===== config.mk =====
export PLATFORM = sky130hd
export DESIGN_NAME = trme_regfile
export DESIGN_NICKNAME = d
export VERILOG_FILES = /design/src/design/tiny_register_machine_execute_assert.svh /design/src/design/trme_pkg.sv /design/src/design/trme_regfile.sv
export SDC_FILE = /design/constraint.sdc
export NUM_CORES = 1
export LEC_CHECK = 0
export BUFFER_PORTS_ARGS = -buffer_cell sky130_fd_sc_hd__buf_4
export CORE_MARGIN = 1
export CORE_UTILIZATION = 64
export CTS_BUF_LIST = sky130_fd_sc_hd__clkbuf_16
export CTS_CLUSTER_SIZE = 12
export DETAILED_ROUTE_END_ITERATION = 7
export GPL_ROUTABILITY_DRIVEN = 0
export PLACE_DENSITY_LB_ADDON = 0.2
export SLEW_MARGIN = 20
export SYNTH_ARGS = -nofsm -noshare
export SYNTH_HDL_FRONTEND = slang
export SYNTH_SLANG_ARGS = --single-unit

===== constraint.sdc =====
create_clock -name i_clk -period 7.85 [get_ports i_clk]
set_clock_uncertainty 0.2 [all_clocks]
set_input_delay 0.785 -clock i_clk [delete_from_list [all_inputs] [get_ports i_clk]]
set_output_delay 0.785 -clock i_clk [all_outputs]
set_load 0.01 [all_outputs]

===== src/design/tiny_register_machine_execute_assert.svh =====
// assertion macros shared by the execute block
`ifndef TINY_REGISTER_MACHINE_EXECUTE_ASSERT_SVH
`define TINY_REGISTER_MACHINE_EXECUTE_ASSERT_SVH

// same-cycle implication, checked outside reset
`define TRME_ASSERT_IMPL(lbl, ante, cons, msg) \
    lbl: assert property (@(posedge i_clk) disable iff (!i_rst_n) (ante) |-> (cons)) \
        else $error(msg);

// next-cycle implication, checked outside reset
`define TRME_ASSERT_NEXT(lbl, ante, cons, msg) \
    lbl: assert property (@(posedge i_clk) disable iff (!i_rst_n) (ante) |=> (cons)) \
        else $error(msg);

`endif


===== src/design/trme_pkg.sv =====
// shared constants and types of the register machine execute block
package trme_pkg;

    localparam int DATA_WIDTH = 32;
    localparam int MEM_WORDS  = 256;
    localparam int MEM_AW     = $clog2(MEM_WORDS);
    localparam int NUM_REGS   = 8;
    localparam int REG_AW     = 3;
    localparam int INSTR_W    = 8;
    localparam int CNT_W      = 16;
    localparam int OUT_DEPTH  = 4;
    localparam int OUT_AW     = $clog2(OUT_DEPTH);
    localparam int PEND_W     = $clog2(OUT_DEPTH + 1);

    // register contents after reset
    localparam logic [DATA_WIDTH-1:0] REG_RESET [NUM_REGS] = '{
        DATA_WIDTH'(0), DATA_WIDTH'(4), DATA_WIDTH'(9), DATA_WIDTH'(10),
        DATA_WIDTH'(0), DATA_WIDTH'(0), DATA_WIDTH'(0), DATA_WIDTH'(0)
    };

    typedef enum logic [1:0] {
        OP_ADD   = 2'd0,
        OP_SUB   = 2'd1,
        OP_LOAD  = 2'd2,
        OP_STORE = 2'd3
    } t_op;

    // register file write port
    typedef struct packed {
        logic                  en;
        logic [REG_AW-1:0]     idx;
        logic [DATA_WIDTH-1:0] data;
    } t_rf_wr;

    // one result item
    typedef struct packed {
        logic [CNT_W-1:0]      instr_addr;
        t_op                   op_kind;
        logic [REG_AW-1:0]     dest_reg;
        logic                  reg_written;
        logic [DATA_WIDTH-1:0] reg_value;
        logic                  mem_written;
        logic [DATA_WIDTH-1:0] mem_addr;
        logic [DATA_WIDTH-1:0] mem_value;
        logic                  addr_error;
    } t_result;

endpackage


===== src/design/trme_regfile.sv =====
// register file: synchronous ram, two read ports, one write port, reset values by valid bits
module trme_regfile (
    input  logic                                i_clk,
    input  logic                                i_rst_n,
    input  logic [trme_pkg::REG_AW-1:0]         i_rd_idx_a,
    input  logic [trme_pkg::REG_AW-1:0]         i_rd_idx_b,
    input  trme_pkg::t_rf_wr                    i_wr,
    output logic [trme_pkg::DATA_WIDTH-1:0]     o_rd_data_a,
    output logic [trme_pkg::DATA_WIDTH-1:0]     o_rd_data_b
);

    logic [trme_pkg::DATA_WIDTH-1:0] r_rf [trme_pkg::NUM_REGS];
    logic [trme_pkg::NUM_REGS-1:0]   r_rf_vld;
    logic [trme_pkg::DATA_WIDTH-1:0] r_q_a;
    logic [trme_pkg::DATA_WIDTH-1:0] r_q_b;
    logic                            r_v_a;
    logic                            r_v_b;
    logic [trme_pkg::REG_AW-1:0]     r_idx_a;
    logic [trme_pkg::REG_AW-1:0]     r_idx_b;

    // storage array, read data registered (old data on a same-cycle write)
    always_ff @(posedge i_clk) begin
        if (i_wr.en) begin
            r_rf[i_wr.idx] <= i_wr.data;
        end
        r_q_a   <= r_rf[i_rd_idx_a];
        r_q_b   <= r_rf[i_rd_idx_b];
        r_idx_a <= i_rd_idx_a;
        r_idx_b <= i_rd_idx_b;
    end

    // written flags, cleared at reset
    always_ff @(posedge i_clk) begin
        if (!i_rst_n) begin
            r_rf_vld <= '0;
            r_v_a    <= 1'b0;
            r_v_b    <= 1'b0;
        end else begin
            if (i_wr.en) begin
                r_rf_vld[i_wr.idx] <= 1'b1;
            end
            r_v_a <= r_rf_vld[i_rd_idx_a];
            r_v_b <= r_rf_vld[i_rd_idx_b];
        end
    end

    // never-written entries read as their reset value
    assign o_rd_data_a = r_v_a ? r_q_a : trme_pkg::REG_RESET[r_idx_a];
    assign o_rd_data_b = r_v_b ? r_q_b : trme_pkg::REG_RESET[r_idx_b];

endmodule

==> reports/metrics.yaml, run 1 <==
status: "completed"
nNetsFinal: 839
synth_cell_types: 22
syn_inst: 682
die_w_um: 149
syn_area_sq_um: 13900
ff2ff_setup_slack_ns: 6.34
cp-end-kind: "output port"
diodes: 0
final_common_cell: "edfxtp_1"
start_util: 0.656
clk_latency_ns: 0.51
grt_pass1_vias: 7607
drt_iter0_markers: 529
seq_area_frac_synth: 0.669
seq_area_sq_um: 9290
htree_levels: 2
synth_area_leaders: "edfxtp_1 (55%), mux4_2 (20%), dfxtp_1 (12%)"
ant_nets: 0
vias_per_cell: 6.53
synth_nets: 726
die_area_sq_um: 22300
grt_overflow: 0
grt_pass1_wl_um: 42800
crit_fanout: 23
remaining_drc_errors: 0
first_pass_iters: 5
fin_crit_sh: 0.408
multi_input_area_sq_um: 4370
ioPinCount: 108
routed-via-count: 7151
grt_max_degree: 69
critPathArrivalTime_ns: 2.22
drt-total-wl_um: 28300
drv_slew: 0
fmax_ghz: 0.312
relSlewSlack: 0.308
clock-sinks: 336
io_buffer_count: 107
placement.cell_area_sq_um: 14900
rsz0062_at_grt: "no"
pwr-share-clk: 0.380
cp.required_ns: 6.86
p_switching_uw: 799
power.internal_uw: 2970
p_seq_frac: 0.540
clk_pin_slew_worst_paths_ns: 0.05
worst_pin_slew_ns: 1.04
clk_path_buf_depth: 3
cap_violations: 0
syn2layout_area_growth_pct: 14.6
fillers: 1188
synth_warnings: 0
die_h_um: 149
post_cts_buffers: 0
cts_resized: 0
p_leak_uw: 0.00554
ys_ff_latch: 336
layout_common_cells: "edfxtp_1 (256), mux4_2 (126), buf_4 (119), dfxtp_1 (80), mux2_2 (66)"
period_minus_slack_ns: 3.20
yosysTopAreaCell: "edfxtp_1"
wl_per_cell_um: 25.9
postCtsHoldBufs: 0
critical_path_class: "reg2out"
hold_path_class: "reg2reg"
vdd_drop_max_uv: 208
cts_tree: "yes"
hold_viol: 0
drive_gt1_frac: 0.437
grt.total_usage: 0.268
fin_tns_setup_ns: 0
dp_hpwl_um: 15700
pwr-share-comb: 0.080
synth_top_cell_area_share: 0.554
antenna_found_initial: 1
power_density_nw_per_um2: 237
switching_share: 0.212
critPathLaunchType: "flop"
fin_area_sq_um: 15900
rows: 53
core_area_sq_um: 21200
cts_made_buffers: 35
setup-violations-final: 0
syn_avg_cell_area_sq_um: 20.3
root_buffer: "clkbuf_16"
## worst max-delay path, cell delays in order (launching register included)
cell,delay (ns)
dfxtp_1,0.98
buf_4,0.38
and2_1,0.21
buf_4,0.14
## metrics by stage
| step | hold WS (ns) | util | cells | power [uW] | worst slack (ns) |
|---|---|---|---|---|---|
| 2_1_floorplan | 0.251 | - | 682 | 2260 | 3.96 |
| 3_3_place_gp | 0.258 | 0.705 | 1033 | 2360 | 4.53 |
| 3_5_place_dp | 0.276 | 0.705 | 1033 | 2370 | 4.51 |
| 4_1_cts | 0.283 | 0.752 | 1095 | 3790 | 4.66 |
| 5_1_grt | 0.290 | 0.752 | 1095 | 3880 | 4.56 |
| 6_report | 0.291 | 0.752 | 1095 | 3770 | 4.65 |
## flip-flops by register name, summed over array words and instances (netlist names)
signal	flops
r_idx_a	3
r_idx_b	3
r_q_a	32
r_q_b	32
r_rf	256
r_rf_vld	8
r_v_a	1
r_v_b	1
## cell usage after synthesis
cell / number
mux2_2: 66
mux4_1: 4
mux2i_1: 2
buf_1: 2
buf_2: 14
a311oi_1: 2
dfxtp_1: 80
o21a_1: 8
nor2_1: 8
and2_1: 56
nand2_1: 10
clkbuf_1: 17
inv_1: 4
edfxtp_1: 256
buf_8: 1
o31ai_1: 6
buf_6: 9
o41ai_1: 2
nor3_1: 2
mux4_2: 126
nand2b_1: 5
o21ai_0: 2
## metal layers
layer | GRT usage | share of wire | wire length (um) | up-vias
li1 | - | - | - | 3031
met5 | 0 | 0 | 0 | -
met4 | 0.0918 | 0.017 | 478 | 0
met3 | 0.0465 | 0.068 | 1910 | 40
met1 | 0.344 | 0.38 | 10700 | 3785
met2 | 0.466 | 0.54 | 15300 | 295
## logic make-up (layout without fill, tap and decap cells)
kind of cell           after synthesis  count (layout)  synth area share
and+or+nand+nor                     81              81            0.0331
muxes                              198             198             0.267
DFF                                336             336             0.669
buffers and inverters               47             185            0.0197
AOI/OAI and AO/OA                   20              20            0.0108
## layout make-up
| class | instances | area share |
|---|---|---|
| Inverter | 4 | 0.000944 |
| Clock buffer | 35 | 0.0551 |
| Clock inverter | 27 | 0.00739 |
| Multi-Input combinational cell | 299 | 0.275 |
| Timing Repair Buffer | 119 | 0.0562 |
| Tap cell | 275 | 0.0216 |
| Sequential cell | 336 | 0.584 |
## power groups by stage
stage          logic (uW)  registers (uW)  clock network, uW
6_report              299            2030               1430
5_1_grt               320            2040               1520
3_3_place_gp          294            2060                  0
2_1_floorplan         202            2050                  0
4_1_cts               304            2030               1450
3_5_place_dp          302            2070                  0
## worst paths after layout
check | startpoint | endpoint | cells past startpoint
worst min register to register | r_rf_vld[3]$_SDFFE_PN0P_ | r_rf_vld[3]$_SDFFE_PN0P_ | 1
worst max register to register | r_rf[0][19]$_DFFE_PP_ | r_q_a[19]$_DFF_P_ | 2
worst min-delay path | r_rf_vld[3]$_SDFFE_PN0P_ | r_rf_vld[3]$_SDFFE_PN0P_ | 1
worst max-delay path | r_v_b$_SDFF_PN0_ | o_rd_data_b[14] | 3
(Power assumes the default switching activity.)
==> inputs of run 2 (changes only) <==
--- a/config.mk
+++ b/config.mk
@@ -7,7 +7,7 @@
 export LEC_CHECK = 0
 export BUFFER_PORTS_ARGS = -buffer_cell sky130_fd_sc_hd__buf_4
 export CORE_MARGIN = 1
-export CORE_UTILIZATION = 64
+export CORE_UTILIZATION = 60
 export CTS_BUF_LIST = sky130_fd_sc_hd__clkbuf_16
 export CTS_CLUSTER_SIZE = 12
 export DETAILED_ROUTE_END_ITERATION = 7
==> constraint.sdc (replaced) <==
create_clock -name i_clk -period 3.1 [get_ports i_clk]
set_clock_uncertainty 0.2 [all_clocks]
set_input_delay 0.31 -clock i_clk [delete_from_list [all_inputs] [get_ports i_clk]]
set_output_delay 0.31 -clock i_clk [all_outputs]
set_load 0.01 [all_outputs]
==> run 2 against run 1 <==
Effect of this change: non-clock buffer count grew 51; clock power grew to 2.6 times the previous value; sequential share of layout area shrank 2.2 points; critical path type unchanged; critical endpoint is now o_rd_data_b[11]; largest cell class unchanged; highest routed layer unchanged.
==> reports/metrics.yaml, run 2 (synthesis results as in run 1) <==
wl_per_cell_um: 25.7  # -0.58%
antenna_found_initial: 0  # -1
root_buffer: "clkbuf_16"
p_switching_uw: 2070  # +160%
final_util: 0.730  # -0.0214
worst_slack_ns: 0.517  # -4.13 ns
rows: 55  # +3.8%
crit_slowest_cell: "dfxtp_1"
die_w_um: 154  # +3.2%
critPathLaunchType: "flop"
cp_cell_sequence: "buf_4, and2_1, buf_4"
cp_top_family: "flip-flops"
cts_tree: "yes"
io_buffer_count: 107  # unchanged
worst_pin_slew_ns: 0.962  # -0.0770 ns
layout_common_cells: "edfxtp_1 (256), mux4_2 (126), buf_4 (125), dfxtp_1 (80), mux2_2 (66)"
clock-sinks: 336  # unchanged
cp-end-kind: "output port"
cp.depth: 3  # unchanged
htree_levels: 2  # unchanged
rr_startpoint: "r_rf[3][14]$_DFFE_PP_"
remaining_drc_errors: 0  # unchanged
grt_pass1_wl_um: 46100  # +7.8%
clk_pin_slew_worst_paths_ns: 0.06  # about the same
die_h_um: 154  # +3.2%
drive_gt1_frac: 0.427  # -0.00998
drt_iter0_markers: 592  # +12%
switching_share: 0.213  # +0.000351
hold_viol: 0  # unchanged
syn2layout_area_growth_pct: 19.2
cts_made_buffers: 35  # unchanged
fmax_ghz: 0.387
core_area_sq_um: 22600  # +7.0%
cp_slowest_stage_delay_ns: 0.95  # -0.03 ns
rsz0062_at_grt: "no"
crit_fanout: 18  # -22%
die_area_sq_um: 23700  # +6.6%
p_seq_frac: 0.530  # -0.010
final_common_cell: "edfxtp_1"
clk_path_buf_depth: 3  # unchanged
top_regs: "r_rf (256), r_q_a (32), r_q_b (32)"
grt_pass1_vias: 7893  # +3.8%
r2r_cells: 2  # unchanged
pwr-share-clk: 0.385  # +0.005
nNetsFinal: 890  # +6.1%
whs_ns: 0.00399  # -0.287 ns
vdd_drop_max_uv: 515  # +150%
diodes: 0  # unchanged
cap_violations: 0  # unchanged
status: "completed"
critPathArrivalTime_ns: 2.07  # -0.15 ns
power_density_nw_per_um2: 588  # +150%
cp.required_ns: 2.59  # -4.27 ns
start_util: 0.613  # -0.0431
routed-via-count: 7360  # +2.9%
dp_slack_ns: 0.834  # -3.67 ns
fin_tns_setup_ns: 0  # unchanged
grt_max_degree: 39  # -43%
relSlewSlack: 0.358  # +0.0504
hold_path_class: "in2reg"
final_cells: 1157  # +5.7%
period_minus_slack_ns: 2.58
p_leak_uw: 0.00582  # +5.0%
fin_crit_sh: 0.833
cts_resized: 0  # unchanged
clk_latency_ns: 0.51  # about the same
worst-path-buf-inv: 2  # unchanged
drv_slew: 0  # unchanged
vias_per_cell: 6.36  # -2.6%
first_pass_iters: 7  # +2
ff2ff_setup_slack_ns: 1.57  # -4.77 ns
post-place-cells: 1057  # +2.3%
top_register: "r_rf"
rr_endpoint: "r_q_a[14]$_DFF_P_"
multi_input_area_sq_um: 4380  # +0.29%
ioPinCount: 108  # unchanged
dp_hpwl_um: 17000  # +8.1%
post_cts_buffers: 0  # unchanged
fillers: 1309  # +10%
crit_top_cell: "buf_4"
largest_reg_flops: 256  # unchanged
setup-violations-final: 0  # unchanged
ant_nets: 0  # unchanged
critical_path_class: "reg2out"
grt.total_usage: 0.266  # -0.00215
startpoint: "r_v_b$_SDFF_PN0_"
pwr-share-comb: 0.085  # +0.005
power.internal_uw: 7650  # +160%
seq_area_sq_um: 9290  # unchanged
crit_end: "o_rd_data_b[11]"
grt_overflow: 0  # unchanged
drt-total-wl_um: 29700  # +5.0%
## run 2: cell types whose count changed in the layout (fill, tap and decap cells not counted), sizes merged
cell         previous run  this run
clkbuf                 35        37
buf                   119       133
clkinv                  6         8
dlygate4sd3             0        37
inv                    25        22
## run 2: worst register-to-register path, delay by kind of cell, from the launching register on
family  cells  cell delay (ns)
muxes       2             0.79
DFF         1             0.43
## run 2: cell type report
class	instances	area share
clock buffer	37	0.0560
clock inverter	26	0.00605
inverter	4	0.000908
multi-input combinational	299	0.265
sequential	336	0.562
tap	285	0.0216
timing repair buffer	170	0.0888
## run 2: worst min-delay path by stage
| stage | to | start | depth (start not counted) |
|---|---|---|---|
| floorplan | r_idx_a[0]$_DFF_P_ | i_rd_idx_a[0] | 0 |
| global placement | r_rf_vld[1]$_SDFFE_PN0P_ | r_rf_vld[1]$_SDFFE_PN0P_ | 1 |
| detailed placement | r_rf_vld[5]$_SDFFE_PN0P_ | r_rf_vld[5]$_SDFFE_PN0P_ | 1 |
| CTS | r_idx_b[0]$_DFF_P_ | i_rd_idx_b[0] | 1 |
| global route | r_idx_b[0]$_DFF_P_ | i_rd_idx_b[0] | 1 |
| finish | r_idx_b[0]$_DFF_P_ | i_rd_idx_b[0] | 1 |
## run 2: routing by layer
layer	global-route usage	up-vias	part of all wire
li1	-	3131	-
met3	0.0459	60	0.062
met1	0.352	3871	0.40
met5	0	-	0
met2	0.457	298	0.52
met4	0.0790	0	0.020
## run 2: power by group through the flow
stage	combinational, uW	sequential, uW	clock, uW
6_report	826	5150	3740
3_5_place_dp	789	5240	0
3_3_place_gp	767	5230	0
5_1_grt	882	5170	3990
4_1_cts	835	5150	3800
2_1_floorplan	513	5200	0
## run 2: what timing repair did
action | 4_1_cts | 5_1_grt
endpoints found under the setup margin | 0 | 0
endpoints found under the hold margin | 272 | 0
hold buffers | 37 | 0
## run 2: through the flow
step | area, sq um | power (uW)
floorplan | 13900 | 5710
global placement | 15100 | 5990
detailed placement | 15100 | 6030
CTS | 16500 | 9790
global route | 16500 | 10000
finish | 16500 | 9720
